### config.mk
export PLATFORM = sky130hd
export DESIGN_NAME = go_back_n_sender_window
export DESIGN_NICKNAME = d
export VERILOG_FILES = /design/src/rtl/gbn_pkg.sv /design/src/rtl/go_back_n_sender_window.sv /design/src/rtl/gbn_csr.sv /design/src/rtl/gbn_dpath.sv /design/src/rtl/gbn_ctrl.sv
export SDC_FILE = /design/constraint.sdc
export NUM_CORES = 1
export LEC_CHECK = 0
export BUFFER_PORTS_ARGS = -buffer_cell sky130_fd_sc_hd__buf_2
export CAP_MARGIN = 10
export CELL_PAD_IN_SITES_DETAIL_PLACEMENT = 1
export CELL_PAD_IN_SITES_GLOBAL_PLACEMENT = 2
export CORE_AREA = 2 2 379 193
export CTS_CLUSTER_SIZE = 40
export DETAILED_ROUTE_END_ITERATION = 10
export DIE_AREA = 0 0 381 195
export MAX_ROUTING_LAYER = met4
export PLACE_DENSITY = 0.92
export SLEW_MARGIN = 20
export SYNTH_ARGS = -nofsm -noshare
export SYNTH_HDL_FRONTEND = slang
export SYNTH_HIERARCHICAL = 1
export SYNTH_SLANG_ARGS = --single-unit
### constraint.sdc
create_clock -name clock -period 19.4 [get_ports clock]
set_input_delay 0.97 -clock clock [delete_from_list [all_inputs] [get_ports clock]]
set_output_delay 0.97 -clock clock [all_outputs]
set_load 0.02 [all_outputs]
### src/rtl/gbn_pkg.sv
// shared types, constants and helpers for the go-back-n sender window
package gbn_pkg;

   // sequence space and window limits
   localparam int SEQ_BITS      = 7;
   localparam int SEQ_COUNT     = 1 << SEQ_BITS;
   localparam int SEQ_MAX       = SEQ_COUNT - 1;
   localparam int MAX_WINDOW    = 32;
   localparam int WIN_BITS      = $clog2(MAX_WINDOW + 1);
   localparam int ATT_BITS      = 4;
   localparam int ATTEMPT_MAX   = (1 << ATT_BITS) - 1;
   localparam int ATTEMPT_LIMIT = 10;
   localparam int ADDR_BITS     = 4;

   typedef logic [SEQ_BITS-1:0] seq_type;
   typedef logic [ATT_BITS-1:0] att_type;
   typedef logic [WIN_BITS-1:0] win_type;

   // event codes
   typedef enum logic [1:0] {
      OP_GEN     = 2'd0,
      OP_SEND    = 2'd1,
      OP_ACK     = 2'd2,
      OP_TIMEOUT = 2'd3
   } op_type;

   // result codes
   typedef enum logic [2:0] {
      KIND_TX     = 3'd0,
      KIND_RETX   = 3'd1,
      KIND_ACCEPT = 3'd2,
      KIND_REFUSE = 3'd3,
      KIND_ACK    = 3'd4,
      KIND_NONE   = 3'd5
   } kind_type;

   // register indexes
   typedef enum logic [1:0] {
      REG_WINDOW = 2'd0,
      REG_BUFFER = 2'd1,
      REG_LIMIT  = 2'd2
   } reg_index_type;

   // where an outgoing word comes from
   typedef enum logic [1:0] {
      SRC_PEND = 2'd0,
      SRC_SEND = 2'd1,
      SRC_RETX = 2'd2
   } emit_src_type;

   // controller states
   typedef enum logic [2:0] {
      ST_IDLE,
      ST_DECODE,
      ST_EMIT_ONE,
      ST_ACK_EMIT,
      ST_SEND,
      ST_RETX,
      ST_WALK_RD,
      ST_WALK_CHK
   } state_type;

   typedef struct packed {
      logic [1:0] operation;
      logic [6:0] event_seq;
   } req_word_type;

   typedef struct packed {
      logic [2:0] kind;
      logic [6:0] out_seq;
      logic       last;
      logic       done_res;
   } rsp_word_type;

   typedef struct packed {
      logic [5:0]  window_size;
      logic [6:0]  buffer_size;
      logic [15:0] packet_limit;
   } cfg_type;

   // per-sequence bookkeeping held in the window memory
   typedef struct packed {
      logic    mark;
      att_type attempt;
   } entry_type;

   typedef struct packed {
      logic         load;
      logic         walk_read;
      logic         gen_commit;
      logic         ack_commit;
      logic         tmo_commit;
      logic         send_step;
      logic         retx_step;
      logic         base_step;
      logic         pend_load;
      kind_type     pend_kind;
      logic         emit;
      emit_src_type emit_src;
   } dp_cmd_type;

   typedef struct packed {
      op_type op;
      logic   stopped;
      logic   gen_ok;
      logic   send_ok;
      logic   ev_ok;
      logic   out_free;
      logic   send_more;
      logic   retx_more;
      logic   walk_more;
      logic   base_marked;
   } dp_sts_type;

   // forward distance modulo the sequence space
   function automatic seq_type seq_dist(seq_type from_seq, seq_type to_seq);
      return to_seq - from_seq;
   endfunction

endpackage

### src/rtl/go_back_n_sender_window.sv
// Go-Back-N sender window engine: one event word in, one or more result words out.
// Events are handled one at a time; the input stalls from the cycle after a word is
// taken until the controller is back in idle. A generate, a refused or stray event, and
// a stopped event each give a single result word. A send slot gives one word per
// transmitted packet, a timeout one per retransmitted packet (at most 32). An accepted
// ack gives one word, then slides the window base over acknowledged sequences up to
// the first unacknowledged one or the next pointer, reading the 128-entry window
// memory one entry at a time. Stalls on the result side hold the emitting states.
module go_back_n_sender_window (
   input  logic                             clock,
   input  logic                             reset,
   input  logic                             req_valid,
   output logic                             req_stall,
   input  gbn_pkg::req_word_type            req_word,
   output logic                             rsp_valid,
   input  logic                             rsp_stall,
   output gbn_pkg::rsp_word_type            rsp_word,
   input  logic                             psel,
   input  logic                             penable,
   input  logic                             pwrite,
   input  logic [gbn_pkg::ADDR_BITS-1:0]    paddr,
   input  logic [31:0]                      pwdata,
   output logic [31:0]                      prdata,
   output logic                             pready
);
   import gbn_pkg::*;

   cfg_type    cfg;
   dp_cmd_type cmd;
   dp_sts_type sts;

   // configuration registers
   gbn_csr u_csr (
      .clock   (clock),
      .reset   (reset),
      .psel    (psel),
      .penable (penable),
      .pwrite  (pwrite),
      .paddr   (paddr),
      .pwdata  (pwdata),
      .prdata  (prdata),
      .pready  (pready),
      .cfg     (cfg)
   );

   // event sequencer
   gbn_ctrl u_ctrl (
      .clock     (clock),
      .reset     (reset),
      .req_valid (req_valid),
      .req_stall (req_stall),
      .sts       (sts),
      .cmd       (cmd)
   );

   // window state and output register
   gbn_dpath u_dpath (
      .clock     (clock),
      .reset     (reset),
      .cfg       (cfg),
      .req_word  (req_word),
      .cmd       (cmd),
      .sts       (sts),
      .rsp_valid (rsp_valid),
      .rsp_stall (rsp_stall),
      .rsp_word  (rsp_word)
   );

endmodule

### src/rtl/gbn_csr.sv
// configuration registers behind the apb-style port
module gbn_csr (
   input  logic                             clock,
   input  logic                             reset,
   input  logic                             psel,
   input  logic                             penable,
   input  logic                             pwrite,
   input  logic [gbn_pkg::ADDR_BITS-1:0]    paddr,
   input  logic [31:0]                      pwdata,
   output logic [31:0]                      prdata,
   output logic                             pready,
   output gbn_pkg::cfg_type                 cfg
);
   import gbn_pkg::*;

   logic [5:0]    window_ff, window_in;
   logic [6:0]    buffer_ff, buffer_in;
   logic [15:0]   limit_ff, limit_in;
   logic          wr_en;
   reg_index_type index;

   assign pready = 1'b1;
   assign wr_en  = psel & penable & pwrite;
   assign index  = reg_index_type'(paddr[ADDR_BITS-1:2]);

   // register write decode
   always_comb begin
      window_in = window_ff;
      buffer_in = buffer_ff;
      limit_in  = limit_ff;
      if (wr_en) begin
         unique case (index)
            REG_WINDOW: window_in = pwdata[5:0];
            REG_BUFFER: buffer_in = pwdata[6:0];
            REG_LIMIT:  limit_in  = pwdata[15:0];
            default: ;
         endcase
      end
   end

   always_ff @(posedge clock) begin
      if (reset) begin
         window_ff <= 6'd8;
         buffer_ff <= 7'd64;
         limit_ff  <= 16'd1000;
      end else begin
         window_ff <= window_in;
         buffer_ff <= buffer_in;
         limit_ff  <= limit_in;
      end
   end

   // register read decode
   always_comb begin
      unique case (index)
         REG_WINDOW: prdata = {26'd0, window_ff};
         REG_BUFFER: prdata = {25'd0, buffer_ff};
         REG_LIMIT:  prdata = {16'd0, limit_ff};
         default:    prdata = 32'd0;
      endcase
   end

   assign cfg.window_size  = window_ff;
   assign cfg.buffer_size  = buffer_ff;
   assign cfg.packet_limit = limit_ff;

endmodule

### src/rtl/gbn_dpath.sv
// window pointers, counters, per-sequence memory and output register
module gbn_dpath (
   input  logic                   clock,
   input  logic                   reset,
   input  gbn_pkg::cfg_type       cfg,
   input  gbn_pkg::req_word_type  req_word,
   input  gbn_pkg::dp_cmd_type    cmd,
   output gbn_pkg::dp_sts_type    sts,
   output logic                   rsp_valid,
   input  logic                   rsp_stall,
   output gbn_pkg::rsp_word_type  rsp_word
);
   import gbn_pkg::*;

   // every entry is written by a generate before any event can read it,
   // so the memory needs no clearing after reset
   entry_type    mem [SEQ_COUNT];
   entry_type    rd_ff;
   seq_type      rd_addr;
   logic         rd_en;
   logic         mem_we;
   seq_type      mem_wa;
   entry_type    mem_wd;

   op_type       op_ff, op_in;
   logic [6:0]   ev_ff, ev_in;
   seq_type      base_ff, base_in;
   seq_type      next_ff, next_in;
   seq_type      end_ff, end_in;
   seq_type      scan_ff, scan_in;
   logic [6:0]   unacked_ff, unacked_in;
   logic [15:0]  total_ff, total_in;
   logic         stopped_ff, stopped_in;
   kind_type     pend_kind_ff, pend_kind_in;
   seq_type      pend_seq_ff, pend_seq_in;
   logic         rsp_valid_ff, rsp_valid_in;
   rsp_word_type rsp_word_ff, rsp_word_in;

   seq_type      ev_addr;
   logic         ev_range;
   win_type      win;
   seq_type      next_inc;
   seq_type      scan_inc;
   att_type      att_new;
   logic [15:0]  total_new;

   // derived window values
   assign ev_addr  = SEQ_BITS'(ev_ff);
   assign ev_range = int'(ev_ff) < SEQ_COUNT;
   assign win      = (int'(cfg.window_size) < MAX_WINDOW) ?
                     WIN_BITS'(cfg.window_size) : WIN_BITS'(MAX_WINDOW);
   assign next_inc = next_ff + seq_type'(1);
   assign scan_inc = scan_ff + seq_type'(1);
   assign att_new  = (int'(rd_ff.attempt) == ATTEMPT_MAX) ?
                     rd_ff.attempt : rd_ff.attempt + att_type'(1);
   assign total_new = (total_ff == 16'hFFFF) ? total_ff : total_ff + 16'd1;

   // status toward the controller
   always_comb begin
      sts.op          = op_ff;
      sts.stopped     = stopped_ff;
      sts.gen_ok      = (int'(unacked_ff) < int'(cfg.buffer_size)) &&
                        (int'(seq_dist(base_ff, end_ff)) != SEQ_MAX);
      sts.send_ok     = (next_ff != end_ff) &&
                        (int'(seq_dist(base_ff, next_ff)) < int'(win));
      sts.send_more   = (next_inc != end_ff) &&
                        (int'(seq_dist(base_ff, next_inc)) < int'(win));
      sts.ev_ok       = ev_range && !rd_ff.mark &&
                        (seq_dist(base_ff, ev_addr) < seq_dist(base_ff, next_ff));
      sts.out_free    = !rsp_valid_ff || !rsp_stall;
      sts.retx_more   = scan_inc != next_ff;
      sts.walk_more   = base_ff != next_ff;
      sts.base_marked = rd_ff.mark;
   end

   // memory port control
   always_comb begin
      rd_en   = cmd.load | cmd.walk_read;
      rd_addr = cmd.walk_read ? base_ff : SEQ_BITS'(req_word.event_seq);
      mem_we  = 1'b0;
      mem_wa  = ev_addr;
      mem_wd  = '0;
      if (cmd.gen_commit) begin
         mem_we = 1'b1;
         mem_wa = end_ff;
         mem_wd = '0;
      end else if (cmd.send_step) begin
         mem_we = 1'b1;
         mem_wa = next_ff;
         mem_wd = '{mark: 1'b0, attempt: att_type'(1)};
      end else if (cmd.ack_commit) begin
         mem_we = 1'b1;
         mem_wd = '{mark: 1'b1, attempt: rd_ff.attempt};
      end else if (cmd.tmo_commit) begin
         mem_we = 1'b1;
         mem_wd = '{mark: 1'b0, attempt: att_new};
      end
   end

   // next values for pointers, counters and flags
   always_comb begin
      op_in      = op_ff;
      ev_in      = ev_ff;
      base_in    = base_ff;
      next_in    = next_ff;
      end_in     = end_ff;
      scan_in    = scan_ff;
      unacked_in = unacked_ff;
      total_in   = total_ff;
      stopped_in = stopped_ff;
      if (cmd.load) begin
         op_in      = op_type'(req_word.operation);
         ev_in      = req_word.event_seq;
         stopped_in = stopped_ff | (total_ff >= cfg.packet_limit);
      end
      if (cmd.gen_commit) begin
         end_in     = end_ff + seq_type'(1);
         unacked_in = unacked_ff + 7'd1;
      end
      if (cmd.send_step) begin
         next_in = next_inc;
      end
      if (cmd.ack_commit) begin
         unacked_in = (unacked_ff != 7'd0) ? unacked_ff - 7'd1 : unacked_ff;
         total_in   = total_new;
         stopped_in = stopped_ff | (total_new >= cfg.packet_limit);
      end
      if (cmd.tmo_commit) begin
         scan_in    = base_ff;
         stopped_in = stopped_ff | (int'(att_new) > ATTEMPT_LIMIT);
      end
      if (cmd.retx_step) begin
         scan_in = scan_inc;
      end
      if (cmd.base_step) begin
         base_in = base_ff + seq_type'(1);
      end
   end

   // single-word result waiting for the output register
   always_comb begin
      pend_kind_in = pend_kind_ff;
      pend_seq_in  = pend_seq_ff;
      if (cmd.pend_load) begin
         pend_kind_in = cmd.pend_kind;
         case (cmd.pend_kind)
            KIND_ACCEPT: pend_seq_in = end_ff;
            KIND_ACK:    pend_seq_in = ev_addr;
            default:     pend_seq_in = '0;
         endcase
      end
   end

   // output register
   always_comb begin
      rsp_word_in  = rsp_word_ff;
      rsp_valid_in = rsp_valid_ff & rsp_stall;
      if (cmd.emit) begin
         rsp_valid_in = 1'b1;
         rsp_word_in.done_res = stopped_ff;
         unique case (cmd.emit_src)
            SRC_SEND: begin
               rsp_word_in.kind    = KIND_TX;
               rsp_word_in.out_seq = 7'(next_ff);
               rsp_word_in.last    = !sts.send_more;
            end
            SRC_RETX: begin
               rsp_word_in.kind    = KIND_RETX;
               rsp_word_in.out_seq = 7'(scan_ff);
               rsp_word_in.last    = !sts.retx_more;
            end
            default: begin
               rsp_word_in.kind    = pend_kind_ff;
               rsp_word_in.out_seq = 7'(pend_seq_ff);
               rsp_word_in.last    = 1'b1;
            end
         endcase
      end
   end

   // window memory
   always_ff @(posedge clock) begin
      if (mem_we) begin
         mem[mem_wa] <= mem_wd;
      end
      if (rd_en) begin
         rd_ff <= mem[rd_addr];
      end
   end

   // payload registers
   always_ff @(posedge clock) begin
      op_ff        <= op_in;
      ev_ff        <= ev_in;
      scan_ff      <= scan_in;
      pend_kind_ff <= pend_kind_in;
      pend_seq_ff  <= pend_seq_in;
      rsp_word_ff  <= rsp_word_in;
   end

   // control registers
   always_ff @(posedge clock) begin
      if (reset) begin
         base_ff      <= '0;
         next_ff      <= '0;
         end_ff       <= '0;
         unacked_ff   <= '0;
         total_ff     <= '0;
         stopped_ff   <= 1'b0;
         rsp_valid_ff <= 1'b0;
      end else begin
         base_ff      <= base_in;
         next_ff      <= next_in;
         end_ff       <= end_in;
         unacked_ff   <= unacked_in;
         total_ff     <= total_in;
         stopped_ff   <= stopped_in;
         rsp_valid_ff <= rsp_valid_in;
      end
   end

   assign rsp_valid = rsp_valid_ff;
   assign rsp_word  = rsp_word_ff;

`ifndef SYNTH
   // packets in flight never exceed the largest window
   a_inflight_bound: assert property (@(posedge clock) disable iff (reset)
      int'(seq_dist(base_ff, next_ff)) <= MAX_WINDOW)
      else $error("in-flight span exceeds window");

   // next pointer stays between base and end
   a_next_order: assert property (@(posedge clock) disable iff (reset)
      seq_dist(base_ff, next_ff) <= seq_dist(base_ff, end_ff))
      else $error("next pointer outside generated range");

   // retransmit scan starts at the window base
   a_scan_start: assert property (@(posedge clock) disable iff (reset)
      cmd.tmo_commit |=> scan_ff == base_ff)
      else $error("retransmit scan not at base");
`endif

endmodule

### src/rtl/gbn_ctrl.sv
// event sequencer driving the window datapath
module gbn_ctrl (
   input  logic                 clock,
   input  logic                 reset,
   input  logic                 req_valid,
   output logic                 req_stall,
   input  gbn_pkg::dp_sts_type  sts,
   output gbn_pkg::dp_cmd_type  cmd
);
   import gbn_pkg::*;

   state_type state_ff, state_in;

   // next state and datapath commands
   always_comb begin
      state_in = state_ff;
      cmd      = '0;
      cmd.pend_kind = KIND_NONE;
      cmd.emit_src  = SRC_PEND;
      unique case (state_ff)
         ST_IDLE: begin
            if (req_valid) begin
               cmd.load = 1'b1;
               state_in = ST_DECODE;
            end
         end
         ST_DECODE: begin
            cmd.pend_load = 1'b1;
            state_in      = ST_EMIT_ONE;
            if (!sts.stopped) begin
               unique case (sts.op)
                  OP_GEN: begin
                     if (sts.gen_ok) begin
                        cmd.gen_commit = 1'b1;
                        cmd.pend_kind  = KIND_ACCEPT;
                     end else begin
                        cmd.pend_kind = KIND_REFUSE;
                     end
                  end
                  OP_SEND: begin
                     if (sts.send_ok) begin
                        state_in = ST_SEND;
                     end
                  end
                  OP_ACK: begin
                     if (sts.ev_ok) begin
                        cmd.ack_commit = 1'b1;
                        cmd.pend_kind  = KIND_ACK;
                        state_in       = ST_ACK_EMIT;
                     end
                  end
                  OP_TIMEOUT: begin
                     if (sts.ev_ok) begin
                        cmd.tmo_commit = 1'b1;
                        state_in       = ST_RETX;
                     end
                  end
                  default: ;
               endcase
            end
         end
         ST_EMIT_ONE: begin
            if (sts.out_free) begin
               cmd.emit = 1'b1;
               state_in = ST_IDLE;
            end
         end
         ST_ACK_EMIT: begin
            if (sts.out_free) begin
               cmd.emit = 1'b1;
               state_in = ST_WALK_RD;
            end
         end
         ST_SEND: begin
            if (sts.out_free) begin
               cmd.emit      = 1'b1;
               cmd.emit_src  = SRC_SEND;
               cmd.send_step = 1'b1;
               if (!sts.send_more) begin
                  state_in = ST_IDLE;
               end
            end
         end
         ST_RETX: begin
            if (sts.out_free) begin
               cmd.emit      = 1'b1;
               cmd.emit_src  = SRC_RETX;
               cmd.retx_step = 1'b1;
               if (!sts.retx_more) begin
                  state_in = ST_IDLE;
               end
            end
         end
         ST_WALK_RD: begin
            if (sts.walk_more) begin
               cmd.walk_read = 1'b1;
               state_in      = ST_WALK_CHK;
            end else begin
               state_in = ST_IDLE;
            end
         end
         ST_WALK_CHK: begin
            if (sts.base_marked) begin
               cmd.base_step = 1'b1;
               state_in      = ST_WALK_RD;
            end else begin
               state_in = ST_IDLE;
            end
         end
         default: state_in = ST_IDLE;
      endcase
   end

   always_ff @(posedge clock) begin
      if (reset) begin
         state_ff <= ST_IDLE;
      end else begin
         state_ff <= state_in;
      end
   end

   assign req_stall = state_ff != ST_IDLE;

`ifndef SYNTH
   // a word is only pushed when the output register can take it
   a_emit_free: assert property (@(posedge clock) disable iff (reset)
      cmd.emit |-> sts.out_free)
      else $error("word pushed into full output register");

   // one memory write per cycle at most
   a_one_write: assert property (@(posedge clock) disable iff (reset)
      $onehot0({cmd.gen_commit, cmd.send_step, cmd.ack_commit, cmd.tmo_commit}))
      else $error("conflicting memory writes");

   // mark check always follows its read
   a_walk_order: assert property (@(posedge clock) disable iff (reset)
      state_ff == ST_WALK_CHK |-> $past(state_ff) == ST_WALK_RD)
      else $error("mark checked without a read");

   // a new event is taken only while idle
   a_load_idle: assert property (@(posedge clock) disable iff (reset)
      cmd.load |-> state_ff == ST_IDLE)
      else $error("event loaded while busy");
`endif

endmodule
# Word level (Yosys, flattened, before mapping)
# Memories as Yosys holds them, arrays and structs flattened. A register that Yosys moved wholly into a read port is not among the register bits.
# Cells that the tools add are included.
# word_totals
register_bits,116
mem_bits_rw,640
inputBits,52
out_inout_bits,47
word_cells,171
memories,1
# op_classes
addsub,12
n_lt_le_gt_ge,8
n_eq_ne,31
mux,68
n_bitwise,7
reduce_logical,24
# mem_list
memory,depth,word_bits,read_ports,rd_ports_with_merged_regs,wr,line,text
u_dpath.mem,128,5,1,1,1,gbn_dpath.sv:17,entry_type mem [SEQ_COUNT];
# ops
op,n
$mux W7,8
$mux W3,17
$pmux W16 S3,1
$add A7 B1 Y7 const B,5
$ge A16 B16 Y1,2
$ne A7 B7 Y1,4
$sub A7 B7 Y7,4
$mux W1,27
$pmux W3 S8,1
$pmux W11 S2,1
$add A16 B1 Y16 const B,1
$eq A16 B16 Y1 const B,1
$mux W16,1
$eq A3 B3 Y1 const B,5
$mux W5,3
$lt A7 B6 Y1,2
$lt A7 B7 Y1,2
$ne A2 B2 Y1 const B,7
$pmux W7 S2,1
$mux W4,3
$eq A3 B2 Y1 const B,3
$pmux W3 S3,1
$eq A2 B2 Y1 const B,4
$reduce_and A2 Y1,4
25 further kinds,42

# Longest topological paths before layout
# Gate-level depths: netlist of the first run.
# depth
depth_word,13
depth_mapped,29
mapped_depth_nobuf,26

# Hierarchy
# Netlist of the first run, hierarchy kept.
# modules_own_cells
mod,instances,cells_per_inst,area_each_um2,seq_area_each_um2
gbn_dpath,1,2171,32582.5,21430.6
gbn_csr,1,170,1570.3,580.6
gbn_ctrl,1,61,432.9,60.1

# Worst setup path before layout of the first run
# No wires, ideal clock.
# synth_timing
path_kind,register to register
startpoint,register u_dpath.next_ff[0]
endpoint,"memory u_dpath/mem[0][2] (netlist name), data pin"
setup_time_ps,1513
t_arrival_ps,10893
required_ps,17887
setup_slack_ps,6995
path_stages_with_launch,23
path_buffers,4
synth_period_minus_slack_ps,12405
path_cell_list,dfxtp_1 -> clkbuf_1 -> inv_1 -> ha_1 -> inv_1 -> fa_1 -> inv_1 -> ha_1 -> a21o_1 -> a21o_1 -> a21oi_1 -> nor2b_1 -> o21ai_0 -> nand2b_1 -> a211oi_1 -> nand2_1 -> or3_4 -> nor2_1 -> clkbuf_1 -> clkbuf_1 -> buf_1 -> a21oi_1 -> nor4_1
# synth_lines
element,line,text
start: declaration,gbn_dpath.sv:28,"seq_type next_ff, next_in;"
start signal: assignment,gbn_dpath.sv:213,next_ff <= next_in;
end: declaration,gbn_dpath.sv:17,

==> results.md, run 1 <==
- The flow ran to the end, and the final reports show no timing, DRC or antenna violations.
- The final total negative setup slack is 0 ns.
- In this run the worst path has a maximum fanout of 14.
- The via count normalized by instance count is 6.10.
- The signal arrival time at the worst endpoint is ~7 ns.
- The sum of net half-perimeters after detailed placement is 58400 um.
- The Yosys step of the flow raised 6 warnings.
- The actual slew at the worst max-slew pin is 1.09 ns.
- The number of antenna violations at the first check in global routing is 4.
- The number of nets still failing antenna checks after routing is 0.
- Summed over all layers, the global routing overflow is 0.
- The root buffer selected by CTS is clkbuf_16.
- The worst path needs around 6.7 ns of the cycle, external delays included.
- The max-cap check violation count is 0.
- Synthesis inferred about 760 register bits.
- Setup repair after global routing left no endpoint under its margin.
- The post-synth design cell area is about 35000 um^2.
- The final layout contains 2598 nets.
- STA classifies the critical path startpoint as a flip-flop.
- A synthesized cell averages 14.4 um^2.
- The number of max-slew violations in the final report is 0.
- The core area is about 71000 um^2.
- Power spread over the standard cell area amounts to 91.5 nW/um^2.
- The number of clock sinks is between 700 and 800.
- Cells with a size suffix above 1 make up 13.0% of the layout.
- The post-cts repair resize count is 0.
- The worst setup path is captured at a flip-flop.
- The final RePlAce weighted congestion is roughly 0.85.
- Measured along the x axis, the die boundary spans 381 um.
- The number of top-level pins is 99.
- Entering global routing, the biggest net connects 131 pins.
- The number of buffers added to fix hold violations after cts is 0.
- The placement row count is 69.
- The worst register-to-register path has a setup slack of 12.70 ns.
- Setup slack closes at 12.70 ns.
- The die area is 74300 um^2.
- Of all flip-flops after synthesis, the portion carrying an async set or reset was 0%.
- For this run, the leading register cell type out of synthesis is edfxtp_1.
- The latest clock arrival within the worst-skew pair is 0.64 ns.
- The detailed-routing iteration count for the pre-antenna-repair pass is 5.
- The deepest level of the CTS H-tree is 3.
- Across the routed clock network, the largest skew measured is about 0.024 ns.
- The total number of vias is around 21000.
- The total global-route track usage is 26.2%.
- The final-report setup violation count is 0.
- The maximum operating frequency is 149 MHz.
- The worst-case IR drop observed on VDD is 59.6 uV.
- The leakage dissipation is 12.7 nW.
- In this run the tool buffered the top-level ports with 63 buffer cells.
- The maximum buffer depth of the clock tree is 3.
- In the final routed layout, each cell accounts on average for 27.2 um.
- The post-placement worst setup slack is 12.55 ns.
- In this run the tightest slew margin relative to its limit is a little over a quarter.
- In this run the cell area measured after placement is 35600 um^2.
- The register area share after synthesis is 63.8%.
- The via count of the first global-routing pass was about 22000.
- TritonCTS built the clock tree.
- The detailed-route DRC error count is 0.
- The clock transition at the registers of the reported paths is 0.07 ns.
- The total power after layout is 3.47 mW.
- The die is 195 um tall.
- The number of distinct library cells after synthesis is 82.
- The routed design has roughly 94000 um of wire.
- The cell count after synthesis is 2402.
- Buffers added to address setup during post-CTS repair amount to 0.
- The setup path with the least slack is of type flip-flop to flip-flop.
- The worst endpoint required time is 19.67 ns.
- The portion of the clock cycle consumed by the worst path in the final layout is 34.5%.
- The initial standard-cell utilization of the core is 49.0%.
- The path class of the tightest hold or removal check is flip-flop to flip-flop.
- The number of buffers created by CTS is 70.
- The signed area change from the synthesized netlist to the final layout is 9.72%.
- The detailed router finished its first iteration with 2339 violations.
- Counting flops with a built-in enable in the synthesized netlist gives 683.
- The post-route standard cell area excluding fillers is 37900 um^2.
- The final hold violation count is 0.
- The first-pass GRT wire length is 143000 um.
[synthesized netlist by cell type, types with 4 or more instances]
| cell | instances | area (um^2) |
|---|---|---|
| a2111oi_0 | 7 | 61.3 |
| a2111oi_1 | 4 | 40.0 |
| a211oi_1 | 7 | 52.6 |
| a21o_1 | 32 | 240 |
| a21oi_1 | 97 | 485 |
| a21oi_2 | 5 | 43.8 |
| a221oi_1 | 11 | 96.3 |
| a22o_1 | 6 | 52.6 |
| a22oi_1 | 25 | 188 |
| a31oi_1 | 7 | 43.8 |
| and2_1 | 18 | 113 |
| and3_1 | 14 | 87.6 |
| buf_1 | 9 | 33.8 |
| buf_12 | 9 | 180 |
| buf_2 | 19 | 95.1 |
| buf_4 | 34 | 255 |
| buf_6 | 10 | 113 |
| clkbuf_1 | 53 | 199 |
| dfxtp_1 | 78 | 1560 |
| edfxtp_1 | 683 | 20500 |
| fa_1 | 5 | 100 |
| ha_1 | 94 | 1180 |
| inv_1 | 65 | 244 |
| mux2_2 | 5 | 56.3 |
| mux2i_1 | 138 | 1380 |
| mux4_1 | 30 | 788 |
| mux4_2 | 80 | 1800 |
| nand2_1 | 189 | 709 |
| nand2b_1 | 49 | 307 |
| nand3_1 | 32 | 160 |
| nand3b_1 | 5 | 37.5 |
| nand4_1 | 22 | 138 |
| nor2_1 | 245 | 920 |
| nor2b_1 | 9 | 56.3 |
| nor3_1 | 17 | 85.1 |
| nor4_1 | 26 | 163 |
| o211ai_1 | 6 | 45.0 |
| o21a_1 | 6 | 45.0 |
| o21ai_0 | 56 | 280 |
| o21bai_1 | 5 | 37.5 |
| o22ai_1 | 31 | 194 |
| o32ai_1 | 10 | 87.6 |
| or3_1 | 12 | 75.1 |
| xnor2_1 | 51 | 447 |
| xor2_1 | 38 | 333 |
[critical path, cell delays in order, from the launching register on]
cell	delay, ns
dfxtp_1	0.72
ha_1	0.25
inv_1	0.06
fa_1	0.40
a21o_1	0.18
a21oi_1	0.24
xnor2_1	0.18
inv_1	0.06
ha_1	0.27
nor2b_1	0.13
o21ai_0	0.15
nand2b_1	0.08
a211oi_1	0.34
nand2_1	0.12
or3_4	0.36
nor2_1	0.46
nor2_1	0.33
nand2_1	0.42
nand3_2	0.79
nor2_1	0.76
[sequential cells by signal, summed over array words and instances, names as in the netlist, 12 cells and up]
signal / count
u_dpath/rsp_word: 12
u_dpath/mem: 640
u_dpath/total_ff: 16
u_csr/limit_ff: 16
[layout by cell type (no fill, tap or decap), drive strengths merged, types with 19 or more instances in the layout]
cell	count
clkbuf	88
nor4	26
buf	99
edfxtp	683
o22ai	31
o21ai	57
nand2	189
ha	94
xnor2	51
a21o	32
a22oi	25
nand4	23
and2	19
mux2i	139
nor2	245
clkinv	26
a21oi	102
inv	66
dfxtp	78
xor2	38
mux4	110
nand2b	50
nand3	33
[path summary, 6_finish.rpt]
check                                                startpoint                              end  depth (start not counted)
worst min register to register  u_csr/limit_ff[10]$_SDFFE_PP0P_  u_csr/limit_ff[10]$_SDFFE_PP0P_                          2
worst max register to register  u_dpath/base_ff[0]$_SDFFE_PP0P_      u_dpath/mem[2][4]$_DFFE_PP_                         19
worst max-delay path            u_dpath/base_ff[0]$_SDFFE_PP0P_      u_dpath/mem[2][4]$_DFFE_PP_                         19
worst min-delay path            u_csr/limit_ff[10]$_SDFFE_PP0P_  u_csr/limit_ff[10]$_SDFFE_PP0P_                          2
[metal layers]
metal	share of wire, %	GRT usage, %	routed length (um)
met2	49	42.9	46400
met3	7.7	5.16	7270
met4	3.6	9.28	3340
met5	0	-	0
met1	39	32.8	37100
[metrics by stage]
step                      hold slack [ns]  utilization [%]  instances
after floorplan                     0.455                -       2417
after global placement              0.475             50.4       3332
after detailed placement            0.486             50.4       3332
after CTS                           0.501             53.7       3459
after global routing                0.519             53.7       3464
final                               0.491             53.7       3464
[cell families after synthesis]
| logic type | count (synthesis) | synth area share, % |
|---|---|---|
| other cells | 2 | 0.0217 |
| flops | 761 | 63.8 |
| compound gates | 328 | 6.11 |
| simple gates | 662 | 8.89 |
| fa+ha+maj | 99 | 3.69 |
| mux | 255 | 11.8 |
| xor+xnor | 89 | 2.25 |
| buf+inv | 206 | 3.47 |
[area by class of cell]
class	count	area [um^2]
antenna	4	10.0
clock buffer	88	1880
clock inverter	39	460
fill	6811	32700
inverter	65	244
multi-input combinational	1450	11500
sequential	761	22100
tap	958	1200
timing repair buffer	99	611
[power breakdown]
part / internal (mW) / leakage, nW / switching [mW]
combinational: 0.0774 / 5.08 / 0.162
sequential: 1.79 / 6.52 / 0.0122
clock: 0.792 / 1.13 / 0.638
Note: power is estimated with default switching activity, not from simulation.
==> run 2: changes to the inputs <==
CORE_AREA = 2 2 414 211   (was 2 2 379 193)
DIE_AREA = 0 0 416 213   (was 0 0 381 195)
PLACE_DENSITY = 0.83   (was 0.92)
clock period = 6.1 ns   (was 19.4 ns; I/O delays follow)
==> run 2 against run 1 <==
Global-route usage down 3.5 points. Final area is 1.8% higher. Critical endpoint is now u_dpath/mem[28][0]$_DFFE_PP_. Largest power group unchanged. First-iteration DRC count decreased by 3.8%. Power rose to 3.1 times the previous value.
==> results.md, run 2 (same netlist as run 1, synthesis figures left out) <==
- The flow ran to the end, and the final reports show no timing, DRC or antenna violations.
- The post-route standard cell area excluding fillers is 38600 um^2.
- For this run, design rule violations remaining after detail routing come to 0.
- The clock transition at the registers of the reported paths is 0.07 ns.
- Setup violations remaining at the end of the flow were counted as 0.
- The worst hold path was traced through 3 stages.
- The sum of net half-perimeters after detailed placement is 65800 um.
- The final critical path takes up roughly 94% of the cycle.
- The final RePlAce weighted congestion is 0.932.
- The detailed-routing iteration count for the pre-antenna-repair pass is 5.
- In this run the cell area measured after placement is 36200 um^2.
- For the worst setup path, the data required time is 6.36 ns.
- The largest registers in the layout are u_dpath/mem (640), u_csr/limit_ff (16), u_dpath/total_ff (16).
- The clock period minus worst slack is 5.74 ns.
- The share of layout cells above drive strength 1 is 14.0%.
- The reg-to-reg critical path endpoint is u_dpath/mem[28][0]$_DFFE_PP_.
- The first global-routing pass estimated 145000 um of wire.
- TritonCTS built the clock tree.
- The number of clock sinks is about 760.
- The worst hold path class is input pin to flip-flop.
- The worst setup path is captured at a flip-flop.
- In the post-route analysis, the smallest setup slack over all paths is 0.365 ns.
- The actual slew at the worst max-slew pin is slightly above 1 ns.
- The library cell used most frequently in the layout, excluding fill and tap cells, is edfxtp_1.
- The total number of vias is 21433.
- The latest clock arrival within the worst-skew pair is 0.64 ns.
- The launch instance of the worst register-to-register path is u_dpath/base_ff[1]$_SDFFE_PP0P_.
- The number of nets still failing antenna checks after routing is 0.
- During placement, the flow inserted port buffers numbering 63.
- The total wire length after detailed routing is 97200 um.
- For the final database, setup skew stands at around 0.028 ns.
- Data arrives at the worst endpoint at 6.00 ns.
- The root buffer selected by CTS is clkbuf_16.
- Measured in cells, the most critical reg-to-reg path has a length of 20.
- The placement row count is 76.
- After global routing the overflow that remains totals 0.
- Global routing used 22.7% of the available tracks across all layers.
- The total length of routed met3 wires is 10300 um.
- STA classifies the critical path startpoint as a flip-flop.
- The region available for standard cell placement spans 85100 um^2.
- The startpoint identified for the worst hold timing path is pwdata[1].
- The max-cap check violation count is 0.
- The number of buffers added to fix hold violations after cts is 22.
- The top register by number of flip-flops is u_dpath/mem.
- The post-cts repair resize count is 0.
- The floorplan step defined a die boundary enclosing a little under 90000 um^2.
- The worst vdd rail ir drop is 247 uV.
- The layout has 8520 filler cells.
- The average routed wire per standard cell is 26.4 um.
- The signed area change from the synthesized netlist to the final layout is 11.7%.
- The overall die width is between 400 and 500 um.
- The initial standard-cell utilization of the core is 40.6%.
- The antenna diode instance count is 0.
- The top routing layer in use is met4.
- The number of buffers created by CTS is 68.
- Detailed routing placed a total of between 30000 and 40000 um of wire on met2.
- The number of max-slew violations in the final report is 0.
- The via count of the first global-routing pass came to 21712.
- In the final layout, the multi-input gates occupy 11500 um^2.
- The H-tree was split into 3 levels.
- The ratio of total power to cell area is about 280 nW/um^2.
- The maximum buffer depth of the clock tree is 3.
- The final hold violation count is 0.
- The path with the worst hold slack has its endpoint at u_csr/limit_ff[1]$_SDFFE_PP0P_.
- After clock tree synthesis, the setup repair step added 0 buffers.
- The largest net degree at the start of global routing is around 130.
- The via count normalized by instance count is 5.81.
- The net total in the final layout is 2654.
- The flip-flop count of the largest register after layout is 640.
- Overall power consumption after layout is estimated at roughly 11 mW.
- The maximum operating frequency is 174 MHz.
- In this run the tightest slew margin relative to its limit is 31.5%.
- The number of antenna violations at the first check in global routing is 2.
- In this run the static leakage power is 13.0 nW.
- The height of the chip is between 200 and 250 um.
- The classification of the worst setup path is flip-flop to flip-flop.
- The number of top-level pins is 99.
- The initial detailed-routing violation count is roughly 2300.
- Setup repair after global routing left no endpoint under its margin.
- For this block, wires on met1 add up to 45900 um.
- Leaving out fill and tap cells, the most frequent cells in the layout are edfxtp_1, nor2_1, nand2_1.
- Of all nets on the critical path, the largest fanout is 10.
- In this run the register-to-register setup slack is 0.36 ns.
- The combined flip-flop and latch cell area is around 22000 um^2.
- The post-placement worst setup slack is 0.507 ns.
run 2: worst max-delay path, cell delays in order, from the launching register on:
cell	delay (ns)
dfxtp_1	0.51
inv_2	0.22
ha_1	0.36
a21o_1	0.16
a21o_1	0.21
xor2_1	0.22
inv_1	0.08
ha_1	0.28
a21oi_1	0.18
nor2b_1	0.07
o21ai_1	0.13
nand2b_1	0.07
a211oi_1	0.20
nand2_1	0.10
or3_4	0.43
nor2_1	0.48
nor2_1	0.15
nand2_1	0.36
nand2b_1	0.33
buf_4	0.33
nor2_1	0.46
run 2: how the worst max path moves through the flow:
stage	slack [ns]	startpoint	endpoint	depth (start not counted)
6_report	0.36	u_dpath/base_ff[1]$_SDFFE_PP0P_	u_dpath/mem[28][0]$_DFFE_PP_	20
5_1_grt	0.17	u_dpath/base_ff[1]$_SDFFE_PP0P_	u_dpath/mem[92][1]$_DFFE_PP_	20
4_1_cts	0.51	u_dpath/base_ff[1]$_SDFFE_PP0P_	u_dpath/mem[28][0]$_DFFE_PP_	20
3_5_place_dp	0.51	u_dpath/base_ff[1]$_SDFFE_PP0P_	u_dpath/mem[28][0]$_DFFE_PP_	20
3_3_place_gp	0.70	u_dpath/base_ff[1]$_SDFFE_PP0P_	u_dpath/mem[92][1]$_DFFE_PP_	20
2_1_floorplan	-0.31	u_dpath/next_ff[0]$_SDFFE_PP0P_	u_dpath/mem[0][2]$_DFFE_PP_	22
run 2: cell type report:
class | count | share of cell area [%]
clock buffers | 87 | 4.69
flip-flops and latches | 761 | 57.1
well taps | 1131 | 3.66
multi-input cells | 1450 | 29.8
repair buffers | 157 | 3.08
inverters | 65 | 0.638
clock inverters | 37 | 0.997
run 2: layer usage:
| metal | vias up | track usage (%) |
|---|---|---|
| met3 | 104 | 6.09 |
| met4 | 0 | 4.20 |
| met1 | 11094 | 34.4 |
| met5 | - | - |
| met2 | 937 | 30.6 |
| li1 | 9298 | - |
run 2: through the flow:
step | utilization (%) | setup TNS (ns) | cells | hold slack, ns
floorplan | - | -60.88 | 2417 | 0.373
global placement | 42.6 | 0 | 3542 | 0.481
detailed placement | 42.6 | 0 | 3542 | 0.489
CTS | 45.4 | 0 | 3688 | 0.0468
global route | 45.4 | 0 | 3688 | 0.0565
finish | 45.4 | 0 | 3688 | 0.0763
run 2: report_power, final:
part / switching [mW] / internal, mW
Sequential: 0.0356 / 5.70
Combinational: 0.555 / 0.274
Clock: 1.98 / 2.39
